<file path="src/b64e_pkg.sv">
// ----------------------------------------------------------------------------
// b64e_pkg
// shared types, constants and the alphabet lookup for the base64 stream encoder
// ----------------------------------------------------------------------------
package b64e_pkg;

   localparam int B64E_QUEUE_DEPTH = 2;

   localparam logic [6:0] B64E_PAD_CHAR   = 7'h3D;
   localparam logic [5:0] B64E_SLICE_MASK = 6'h3F;

   // number of real bytes in a group
   localparam logic [1:0] B64E_REAL_ONE   = 2'd1;
   localparam logic [1:0] B64E_REAL_TWO   = 2'd2;
   localparam logic [1:0] B64E_REAL_THREE = 2'd3;

   // one packed group handed from front to back
   typedef struct packed {
      logic [23:0] packed_bits;
      logic [1:0]  real_bytes;
      logic        done;
   } group_type;

   // standard 64-symbol alphabet
   function automatic logic [6:0] b64e_char(input logic [5:0] slice);
      logic [6:0] ch;
      if (slice < 6'd26) begin
         ch = 7'h41 + {1'b0, slice};
      end else if (slice < 6'd52) begin
         ch = 7'h61 + {1'b0, slice} - 7'd26;
      end else if (slice < 6'd62) begin
         ch = 7'h30 + {1'b0, slice} - 7'd52;
      end else if (slice == 6'd62) begin
         ch = 7'h2B;
      end else begin
         ch = 7'h2F;
      end
      return ch;
   endfunction

endpackage

</file>
<file path="src/b64e_if.sv">
// ----------------------------------------------------------------------------
// b64e channel interfaces
// valid/ready channels for message bytes and encoded characters
// ----------------------------------------------------------------------------
interface b64e_req_if;
   logic       valid;
   logic       ready;
   logic [7:0] data_byte;
   logic       end_of_message;

   modport source (output valid, output data_byte, output end_of_message, input ready);
   modport sink   (input valid, input data_byte, input end_of_message, output ready);
endinterface

interface b64e_rsp_if;
   logic       valid;
   logic       ready;
   logic [6:0] out_char;
   logic       group_last;
   logic       message_done;

   modport source (output valid, output out_char, output group_last, output message_done,
                   input ready);
   modport sink   (input valid, input out_char, input group_last, input message_done,
                   output ready);
endinterface

</file>
<file path="src/b64e_front.sv">
// ----------------------------------------------------------------------------
// b64e_front
// accepts bytes, holds a partial group and pushes complete or message-ending groups
// ----------------------------------------------------------------------------
module b64e_front (
   input  logic                 clock,
   input  logic                 reset,
   b64e_req_if.sink             req,
   output logic                 push_valid,
   input  logic                 push_ready,
   output b64e_pkg::group_type  push_group
);

   logic [7:0] held_first_ff, held_first_in;
   logic [7:0] held_second_ff, held_second_in;
   logic [1:0] count_ff, count_in;
   logic       accept;

   assign req.ready = push_ready;
   assign accept    = req.valid && push_ready;

   always_comb begin
      held_first_in          = held_first_ff;
      held_second_in         = held_second_ff;
      count_in               = count_ff;
      push_valid             = 1'b0;
      push_group.packed_bits = {req.data_byte, 16'h0000};
      push_group.real_bytes  = b64e_pkg::B64E_REAL_ONE;
      push_group.done        = req.end_of_message;
      if (count_ff == 2'd2) begin
         push_group.packed_bits = {held_first_ff, held_second_ff, req.data_byte};
         push_group.real_bytes  = b64e_pkg::B64E_REAL_THREE;
      end else if (count_ff == 2'd1) begin
         push_group.packed_bits = {held_first_ff, req.data_byte, 8'h00};
         push_group.real_bytes  = b64e_pkg::B64E_REAL_TWO;
      end
      if (accept) begin
         if (count_ff == 2'd2 || req.end_of_message) begin
            push_valid     = 1'b1;
            held_first_in  = 8'h00;
            held_second_in = 8'h00;
            count_in       = 2'd0;
         end else if (count_ff == 2'd1) begin
            held_second_in = req.data_byte;
            count_in       = 2'd2;
         end else begin
            // fresh group, unused count value included
            held_first_in  = req.data_byte;
            held_second_in = 8'h00;
            count_in       = 2'd1;
         end
      end
   end

   always_ff @(posedge clock) begin
      if (reset) begin
         held_first_ff  <= 8'h00;
         held_second_ff <= 8'h00;
         count_ff       <= 2'd0;
      end else begin
         held_first_ff  <= held_first_in;
         held_second_ff <= held_second_in;
         count_ff       <= count_in;
      end
   end

endmodule

</file>
<file path="src/b64e_queue.sv">
// ----------------------------------------------------------------------------
// b64e_queue
// small group queue between front and back
// ----------------------------------------------------------------------------
module b64e_queue #(
   parameter int DEPTH = b64e_pkg::B64E_QUEUE_DEPTH
) (
   input  logic                 clock,
   input  logic                 reset,
   input  logic                 push_valid,
   output logic                 push_ready,
   input  b64e_pkg::group_type  push_group,
   output logic                 pop_valid,
   input  logic                 pop_ready,
   output b64e_pkg::group_type  pop_group
);

   localparam int PW = (DEPTH > 1) ? $clog2(DEPTH) : 1;
   localparam int CW = $clog2(DEPTH + 1);

   b64e_pkg::group_type entry_ff [DEPTH];
   logic [PW-1:0] wr_ptr_ff, wr_ptr_in;
   logic [PW-1:0] rd_ptr_ff, rd_ptr_in;
   logic [CW-1:0] count_ff, count_in;
   logic          do_push, do_pop;

   assign push_ready = (count_ff != CW'(DEPTH));
   assign pop_valid  = (count_ff != '0);
   assign pop_group  = entry_ff[rd_ptr_ff];
   assign do_push    = push_valid && push_ready;
   assign do_pop     = pop_valid && pop_ready;

   always_comb begin
      wr_ptr_in = wr_ptr_ff;
      rd_ptr_in = rd_ptr_ff;
      count_in  = count_ff;
      if (do_push) begin
         wr_ptr_in = (wr_ptr_ff == PW'(DEPTH - 1)) ? '0 : wr_ptr_ff + 1'b1;
      end
      if (do_pop) begin
         rd_ptr_in = (rd_ptr_ff == PW'(DEPTH - 1)) ? '0 : rd_ptr_ff + 1'b1;
      end
      if (do_push && !do_pop) begin
         count_in = count_ff + 1'b1;
      end else if (do_pop && !do_push) begin
         count_in = count_ff - 1'b1;
      end
   end

   always_ff @(posedge clock) begin
      if (reset) begin
         wr_ptr_ff <= '0;
         rd_ptr_ff <= '0;
         count_ff  <= '0;
      end else begin
         wr_ptr_ff <= wr_ptr_in;
         rd_ptr_ff <= rd_ptr_in;
         count_ff  <= count_in;
      end
   end

   always_ff @(posedge clock) begin
      if (do_push) begin
         entry_ff[wr_ptr_ff] <= push_group;
      end
   end

endmodule

</file>
<file path="src/b64e_back.sv">
// ----------------------------------------------------------------------------
// b64e_back
// turns one group into four characters, one per cycle while rsp is ready, through an output register
// ----------------------------------------------------------------------------
module b64e_back (
   input  logic                 clock,
   input  logic                 reset,
   input  logic                 pop_valid,
   output logic                 pop_ready,
   input  b64e_pkg::group_type  pop_group,
   b64e_rsp_if.source           rsp
);

   b64e_pkg::group_type group_ff;
   logic       busy_ff, busy_in;
   logic [1:0] idx_ff, idx_in;
   logic       out_valid_ff, out_valid_in;
   logic [6:0] out_char_ff;
   logic       out_last_ff, out_done_ff;
   logic       slot_free, step;
   logic [5:0] slice;
   logic [6:0] next_char;

   assign slot_free = !out_valid_ff || rsp.ready;
   assign step      = busy_ff && slot_free;
   assign pop_ready = !busy_ff || (step && idx_ff == 2'd3);

   always_comb begin
      unique case (idx_ff)
         2'd0: slice = group_ff.packed_bits[23:18];
         2'd1: slice = group_ff.packed_bits[17:12];
         2'd2: slice = group_ff.packed_bits[11:6];
         2'd3: slice = group_ff.packed_bits[5:0] & b64e_pkg::B64E_SLICE_MASK;
      endcase
      next_char = (idx_ff > group_ff.real_bytes) ? b64e_pkg::B64E_PAD_CHAR
                                                 : b64e_pkg::b64e_char(slice);
   end

   always_comb begin
      busy_in      = busy_ff;
      idx_in       = idx_ff;
      out_valid_in = out_valid_ff && !rsp.ready;
      if (step) begin
         out_valid_in = 1'b1;
         idx_in       = idx_ff + 1'b1;
         if (idx_ff == 2'd3) begin
            busy_in = 1'b0;
         end
      end
      if (pop_valid && pop_ready) begin
         busy_in = 1'b1;
         idx_in  = 2'd0;
      end
   end

   always_ff @(posedge clock) begin
      if (reset) begin
         busy_ff      <= 1'b0;
         idx_ff       <= 2'd0;
         out_valid_ff <= 1'b0;
      end else begin
         busy_ff      <= busy_in;
         idx_ff       <= idx_in;
         out_valid_ff <= out_valid_in;
      end
   end

   always_ff @(posedge clock) begin
      if (pop_valid && pop_ready) begin
         group_ff <= pop_group;
      end
      if (step) begin
         out_char_ff <= next_char;
         out_last_ff <= (idx_ff == 2'd3);
         out_done_ff <= (idx_ff == 2'd3) && group_ff.done;
      end
   end

   assign rsp.valid        = out_valid_ff;
   assign rsp.out_char     = out_char_ff;
   assign rsp.group_last   = out_last_ff;
   assign rsp.message_done = out_done_ff;

endmodule

</file>
<file path="src/base64_stream_encoder_unit.sv">
// ----------------------------------------------------------------------------
// base64_stream_encoder_unit
// base64 encoder (standard alphabet, with padding) for a byte stream
// ----------------------------------------------------------------------------
// Bytes enter one item per cycle on req while the queue has room, the last
// byte of a message flagged by end_of_message. Every third byte, or the flagged
// byte, closes a group; the group is packed into 24 bits, first byte high, and
// four ASCII characters leave on rsp, one item per cycle while rsp is ready,
// high 6-bit slice first. A short final group is zero-filled and its last one
// or two characters are '='. group_last marks the fourth character of each
// group, message_done the last character of a message. The front accepts a byte
// every cycle while the group queue has room; the back drains one character per
// cycle into an output register while rsp is ready, so the single rsp port sets
// the sustained rate at four characters per three bytes. Each group passes the
// queue, group and output registers. No clearing pass is needed after reset.
// ----------------------------------------------------------------------------
module base64_stream_encoder_unit #(
   parameter int QUEUE_DEPTH = b64e_pkg::B64E_QUEUE_DEPTH
) (
   input  logic        clock,
   input  logic        reset,
   b64e_req_if.sink    req,
   b64e_rsp_if.source  rsp
);

   // front to queue
   logic                 push_valid;
   logic                 push_ready;
   b64e_pkg::group_type  push_group;

   // queue to back
   logic                 pop_valid;
   logic                 pop_ready;
   b64e_pkg::group_type  pop_group;

   // byte intake and group assembly
   b64e_front u_front (
      .clock      (clock),
      .reset      (reset),
      .req        (req),
      .push_valid (push_valid),
      .push_ready (push_ready),
      .push_group (push_group)
   );

   // decoupling queue of complete groups
   b64e_queue #(
      .DEPTH (QUEUE_DEPTH)
   ) u_queue (
      .clock      (clock),
      .reset      (reset),
      .push_valid (push_valid),
      .push_ready (push_ready),
      .push_group (push_group),
      .pop_valid  (pop_valid),
      .pop_ready  (pop_ready),
      .pop_group  (pop_group)
   );

   // character generation
   b64e_back u_back (
      .clock     (clock),
      .reset     (reset),
      .pop_valid (pop_valid),
      .pop_ready (pop_ready),
      .pop_group (pop_group),
      .rsp       (rsp)
   );

   // the front never closes a group the queue cannot take
   a_push_fits : assert property (@(posedge clock) disable iff (reset)
      !(push_valid && !push_ready))
      else $error("group pushed into a full queue");

   // end of message only on the fourth character of a group
   a_done_on_last : assert property (@(posedge clock) disable iff (reset)
      rsp.valid && rsp.message_done |-> rsp.group_last)
      else $error("message_done without group_last");

   // a pad on the third character is followed by a pad on the fourth
   a_pad_pair : assert property (@(posedge clock) disable iff (reset)
      rsp.valid && !rsp.group_last && rsp.out_char == b64e_pkg::B64E_PAD_CHAR
      |=> rsp.valid && rsp.out_char == b64e_pkg::B64E_PAD_CHAR)
      else $error("pad character not followed by pad");

endmodule

</file>
<file path="src/flat_wrapper.sv">
// flat-port wrapper written by rule: the top's interface ports become plain ports
module base64_stream_encoder_unit_flat 
#(
   parameter int QUEUE_DEPTH = b64e_pkg::B64E_QUEUE_DEPTH
)
  (clock, reset, req_valid, req_data_byte, req_end_of_message, req_ready, rsp_valid, rsp_out_char, rsp_group_last, rsp_message_done, rsp_ready);
  b64e_req_if req_i ();
  b64e_rsp_if rsp_i ();
  input  logic clock;
  input  logic reset;
  input wire logic [$bits(req_i.valid)-1:0] req_valid;
  input wire logic [$bits(req_i.data_byte)-1:0] req_data_byte;
  input wire logic [$bits(req_i.end_of_message)-1:0] req_end_of_message;
  output wire logic [$bits(req_i.ready)-1:0] req_ready;
  output wire logic [$bits(rsp_i.valid)-1:0] rsp_valid;
  output wire logic [$bits(rsp_i.out_char)-1:0] rsp_out_char;
  output wire logic [$bits(rsp_i.group_last)-1:0] rsp_group_last;
  output wire logic [$bits(rsp_i.message_done)-1:0] rsp_message_done;
  input wire logic [$bits(rsp_i.ready)-1:0] rsp_ready;
  assign req_i.valid = req_valid;
  assign req_i.data_byte = req_data_byte;
  assign req_i.end_of_message = req_end_of_message;
  assign req_ready = req_i.ready;
  assign rsp_valid = rsp_i.valid;
  assign rsp_out_char = rsp_i.out_char;
  assign rsp_group_last = rsp_i.group_last;
  assign rsp_message_done = rsp_i.message_done;
  assign rsp_i.ready = rsp_ready;
  base64_stream_encoder_unit #(.QUEUE_DEPTH(QUEUE_DEPTH)) u_core (.clock(clock), .reset(reset), .req(req_i), .rsp(rsp_i));
endmodule
</file>
<file path="config.mk">
export PLATFORM = sky130hd
export DESIGN_NAME = base64_stream_encoder_unit_flat
export DESIGN_NICKNAME = d
export VERILOG_FILES = /design/src/b64e_pkg.sv /design/src/b64e_if.sv /design/src/b64e_front.sv /design/src/b64e_queue.sv /design/src/b64e_back.sv /design/src/base64_stream_encoder_unit.sv /design/src/flat_wrapper.sv
export SDC_FILE = /design/constraint.sdc
export NUM_CORES = 1
export LEC_CHECK = 0
export BUFFER_PORTS_ARGS = -buffer_cell sky130_fd_sc_hd__buf_2
export CAP_MARGIN = 10
export CELL_PAD_IN_SITES_DETAIL_PLACEMENT = 2
export CELL_PAD_IN_SITES_GLOBAL_PLACEMENT = 2
export CORE_ASPECT_RATIO = 0.7
export CORE_MARGIN = 10
export CORE_UTILIZATION = 49
export CTS_BUF_LIST = sky130_fd_sc_hd__clkbuf_8
export CTS_CLUSTER_SIZE = 30
export DETAILED_ROUTE_END_ITERATION = 8
export GPL_TIMING_DRIVEN = 0
export HOLD_SLACK_MARGIN = 0.03
export PLACE_DENSITY = 0.84
export SLEW_MARGIN = 10
export SYNTH_ARGS = -nofsm -noshare
export SYNTH_HDL_FRONTEND = slang
export SYNTH_HIERARCHICAL = 1
export SYNTH_SLANG_ARGS = --single-unit
</file>
<file path="constraint.sdc">
create_clock -name clock -period 4.69 [get_ports clock]
set_input_delay 0.2345 -clock clock [delete_from_list [all_inputs] [get_ports clock]]
set_output_delay 0.2345 -clock clock [all_outputs]
set_load 0.05 [all_outputs]
</file>
---- After elaboration in Yosys (flattened, before gate mapping) ----
Memories as Yosys holds them, arrays and structs flattened. A register that Yosys moved wholly into a read port is not among the register bits.
Index checks and enable logic that the tools add are counted.
cells by class
  add/subtract/negate cells ............... 10
  $lt $le $gt $ge ......................... 4
  equality and inequality tests ........... 8
  muxes and demuxes ....................... 25
  reductions and logical operators ........ 25
operator list
  operator                                              count
  two-way mux 26 bit                                    2
  two-way mux 8 bit                                     4
  case mux 6 bit (4 select lines)                       1
  two-way mux 7 bit                                     3
  adder 7 x 6 -> 7 bit (first input constant)           2
  < comparator 6 bit (second input constant)            2
  two-way mux 1 bit                                     10
  logical AND 1 bit                                     9
  two-way mux 2 bit                                     4
  nonzero test 2 bit                                    4
  adder 6 x 6 -> 7 bit (first input constant)           1
  subtractor 7 x 5 -> 7 bit (second input constant)     1
  subtractor 7 x 6 -> 7 bit (second input constant)     1
  equality test 2 bit (second input constant)           3
  equality test 6 bit (second input constant)           1
  < comparator 6 x 5 -> 1 bit (second input constant)   1
  logical NOT 1 bit                                     5
  adder 2 x 1 -> 2 bit (second input constant)          2
  equality test 2 x 1 -> 1 bit (second input constant)  2
  AND reduction 2 bit                                   2
  logical OR 1 bit                                      3
  two-way mux 3 bit                                     1
  adder 1 bit (second input constant)                   2
  > comparator 2 bit                                    1
  5 further kinds                                       5
storage, ports and cells
  register bits after elaboration ......... 35
  RAM bits ................................ 54
  input port bits ......................... 13
  output and inout bits ................... 11
  word-level logic and storage cells ...... 85
  memories ................................ 1
memory list
  name                     words  width  read ports  clocked after Yosys merged registers in  wr ports  line              text
  u_core.u_queue.entry_ff  2      27     1           1                                        1         b64e_queue.sv:21  b64e_pkg::group_type entry_ff [DEPTH];

---- Longest topological paths before layout ----
  depth in word-level cells ............... 9
  depth in mapped cells ................... 11
  gate-level depth less buffers ........... 10

---- Modules after synthesis ----
Netlist, hierarchy kept.
modules (own cells, without submodules)
  module      times used  cells an instance  area an instance (sq um)  seq. area each (sq um)
  b64e_queue  1           108                2168.3                    1721.7
  b64e_back   1           144                1934.4                    1161.1
  b64e_front  1           138                1101.1                    360.3

---- Worst setup path before layout ----
No wires, ideal clock.
  kind .................................... register -> register
  from .................................... register u_core.u_back.idx_ff[0]
  to ...................................... register u_core.u_back.out_char_ff[5], in the netlist u_core/u_back/rsp.out_char[5] (data pin)
  arrival time ............................ 2.287 ns
  setup slack ............................. 2.135 ns
  stages on the path, launching flop included .. 11
  path through ............................ dfxtp_1 inv_1 ha_1 a222oi_1 mux2_4 clkinv_1 ha_1 a31o_4 a21oi_4 o21a_1 o21ai_1
between the ends
  cells in the longest elaborated chain, start to end .. 7
  elaborated cells on any way between the ends .. 17
RTL lines
  what                                         line             text
  start, declared                              b64e_back.sv:16  logic [1:0] idx_ff, idx_in;
  start signal, assigned                       b64e_back.sv:63  idx_ff <= idx_in;
  equality test 2 bit (tied with other cells)  b64e_back.sv:29  unique case (idx_ff)
  case mux 6 bit (4 select lines)              b64e_back.sv:29
  adder 6 x 6 -> 7 bit                         b64e_pkg.sv:32   ch = 7'h30 + {1'b0, slice} - 7'd52;
  subtractor 7 x 6 -> 7 bit                    b64e_pkg.sv:32
  two-way mux 7 bit                            b64e_pkg.sv:31   end else if (slice < 6'd62) begin
  two-way mux 7 bit                            b64e_pkg.sv:29   end else if (slice < 6'd52) begin
  two-way mux 7 bit                            b64e_pkg.sv:27   if (slice < 6'd26) begin
  end signal, assigned                         b64e_back.sv:73  out_char_ff <= next_char;
  end, declared                                b64e_back.sv:18  logic [6:0] out_char_ff;
Parallel ways exist; a longest one is shown, timed or not.
A chain may end at the register's enable or synchronous reset.

---- Worst setup path after layout ----
  from .................................... register u_core.u_back.idx_ff[1]
  to ...................................... register u_core.u_back.out_char_ff[4], in the netlist u_core/u_back/rsp.out_char[4] (data pin)
The elaborated chain is that of the path after synthesis.

==> flow_summary.yaml <==
power_and_ir_drop:
  leakagePower_nw: 2.09
  ir_worst_vdd_v: 0.000252
  power_density_mw_per_mm2: 683
  p_total_mw: 4.05
placed_design:
  dp_hpwl_um: 10700
  io_buffers: 23
  place_area_mm2: 0.00548
  gp_congestion: 0.832
  dp.cells: 545
clock_network:
  cts.sinks: 117
  cts_resized: 0
  h-tree-depth: 4
  cts_root_buf: "clkbuf_8"
  post_cts_buffers: 0
  tritoncts: "done"
  hold_buffers: 0
  clk-insertion-delay-late_ps: 440
  cts.path.max_buffers: 2
  cts_buffers: 17
  clkTransAtPathRegs_ps: 80
logic_synthesis:
  ys_ff_latch: 117
  synth.distinct_cells: 57
  synth_cells: 390
  yosysWarnings: 6
  ys.flop_type: "edfxtp_1"
  synth_edf_count: 90
  ys_seq_area_share_pct: 62.3
  syn_area_mm2: 0.00520
  async_flop_share_pct: 0
  synth_nets: 416
  synth_area_per_cell_um2: 13.3
floorplanning:
  num_io_pins: 24
  die-area_mm2: 0.0152
  design.core.area_mm2: 0.0104
  fp-row-count: 31
  fp.dieW_um: 143
  initial_core_util_pct: 50.2
  die_y_um: 106
global_routing:
  grt_pass1_wl_um: 26200
  grt_max_degree: 30
  grt_pass1_vias: 3938
  grtUsageTotal_pct: 23.5
  antenna_found_initial: 0
  globalRoute.totalOverflow: 0
worst_setup_path:
  cpMostUsedCell: "ha_1"
  critPathRequiredTime_ps: 4840
  critPathMaxStageDelay_ps: 610
  cp_max_fo: 9
  r2r_slack_ps: 1220
  critPathArrivalTime_ps: 3620
  endpoint_kind: "flop"
  crit_chain: "ha_1, a222oi_1, mux2_4, clkinv_1, ha_1, a31o_4, a21oi_4, a2111oi_1, o211ai_1"
  worst_setup_path_start_kind: "flop"
  critical_path_class: "reg -> reg"
  critPathSlowestCell: "a2111oi_1"
finish:
  fin_area_mm2: 0.00593
  drive_above_1_share_pct: 28.3
  num_antenna_cells: 0
  fin_cells: 577
  layout_commonest_cell: "edfxtp_1"
  fillCellCount: 937
  layout_common_cells: "90 x edfxtp_1, 36 x nand2_1, 36 x mux2_2, 29 x a21oi_1, 28 x buf_2"
  area_growth_pct: 13.9
  nets: 458
outcome:
  status: "complete, no violations"
route:
  drtIter0Drc: 263
  ant_nets: 0
  vias_per_cell: 6.19
  routed-via-count: 3572
  first_pass_iters: 5
  routedWlPerCell_um: 30.1
  drc: 0
  wl_um: 17400
timing:
  rsz0062_at_grt: "false"
  fmax_mhz: 288
  tightest_slew_ps: 1200
  fin_tns_setup_ps: 0
  setup_viol: 0
  clock_skew_ps: 14.5
  drv_slew: 0
  max_slew_margin_pct: 19.8
  fin_crit_sh_pct: 74.0
  period_needed_ps: 3470
  hold_viol: 0
min_path:
  hold_path_class: "in -> reg"
job:
  cap_violations: 0
-- metrics by stage --
step,util [%],worst slack (ps),hold WS (ps)
after floorplan,-,2130,304
after global placement,53.0,1550,441
after detailed placement,53.0,1320,458
after CTS,57.2,1260,121
after global routing,57.2,1060,146
final,57.2,1220,143
-- per-layer routing --
metal,global-route usage [%],up-vias,wire length [um]
li1,-,1537,-
met1,28.7,1861,7180
met2,40.7,145,8920
met3,5.16,29,930
met4,6.98,0,344
met5,0,-,0
-- Yosys cell counts (2+ instances only) --
cell / n / area (um2)
and2_1: 11 / 68.8
o21ai_1: 4 / 20.0
xor2_1: 3 / 26.3
nand2_1: 36 / 135
buf_4: 6 / 45.0
nand4b_1: 8 / 70.1
a22oi_1: 4 / 30.0
clkbuf_1: 2 / 7.51
inv_1: 17 / 63.8
xnor2_1: 3 / 26.3
o21ai_0: 21 / 105
a21oi_1: 29 / 145
nor2_1: 9 / 33.8
mux2_4: 2 / 30.0
mux2i_4: 2 / 45.0
nand3b_1: 2 / 15.0
nor3_1: 7 / 35.0
nand2b_1: 2 / 12.5
a222oi_1: 4 / 40.0
ha_1: 13 / 163
a22o_1: 2 / 17.5
or3_1: 3 / 18.8
nand4_1: 8 / 50.1
o21a_1: 3 / 22.5
mux2_2: 36 / 405
edfxtp_1: 90 / 2700
dfxtp_1: 27 / 541
buf_6: 3 / 33.8
buf_2: 5 / 25.0
-- cell families (layout without fill, tap and decap cells) --
group                    after synthesis  in the layout  synth area share (%)
adder cells (fa/ha/maj)               13             13                  3.13
multiplexers                          42             42                  9.64
flip-flops                           117            117                  62.3
AO/OA/AOI/OAI                         80             80                  9.95
buffers and inverters                 37             92                  3.82
AND/OR/NAND/NOR                       95             95                  10.1
XOR/XNOR                               6              6                  1.01
-- state kept, by name, indices dropped and copies added, names as in the netlist, named ones only --
name,count
u_core/u_back/group_ff,27
u_core/u_front/count_ff,2
u_core/u_back/rsp.out_char,7
u_core/u_back/idx_ff,2
u_core/u_queue/count_ff,2
u_core/u_back/rsp.valid,1
u_core/u_back/busy_ff,1
u_core/u_queue/wr_ptr_ff,1
u_core/u_queue/rd_ptr_ff,1
u_core/u_front/held_first_ff,8
u_core/u_front/held_second_ff,8
u_core/u_back/rsp.message_done,1
u_core/u_queue/entry_ff,54
u_core/u_back/rsp.group_last,1
-- final cells by class --
cell class | count | area [um2] | area share [%]
timing repair buffer | 23 | 115 | 1.94
buffer | 17 | 116 | 1.96
inverter | 20 | 82.6 | 1.39
tap | 132 | 165 | 2.79
multi-input combinational | 236 | 1760 | 29.8
sequential | 117 | 3240 | 54.7
clock inverter | 15 | 208 | 3.50
clock buffer | 17 | 234 | 3.95
-- critical path, delay by kind of cell (launching register included) --
family | cells | cell delay [ps]
compound gates | 5 | 1300
fa+ha+maj | 2 | 860
flops | 1 | 440
mux | 1 | 370
buf+inv | 1 | 190
-- path summary, 6_finish.rpt --
kind,startpoint,to,depth (start not counted)
max reg2reg,u_core/u_back/idx_ff[1]$_SDFFE_PP0P_,u_core/u_back/rsp.out_char[4]$_SDFFCE_PN1P_,9
min,req_data_byte[0],u_core/u_front/held_second_ff[0]$_SDFFE_PP0P_,3
min reg2reg,u_core/u_front/held_second_ff[3]$_SDFFE_PP0P_,u_core/u_front/held_second_ff[3]$_SDFFE_PP0P_,2
max,u_core/u_back/idx_ff[1]$_SDFFE_PP0P_,u_core/u_back/rsp.out_char[4]$_SDFFCE_PN1P_,9
-- report_power, final --
group	switching, mW	internal (mW)
registers	0.0946	1.40
clock network	0.477	0.581
logic	1.00	0.486
Power figures use the tool's default switching activity.
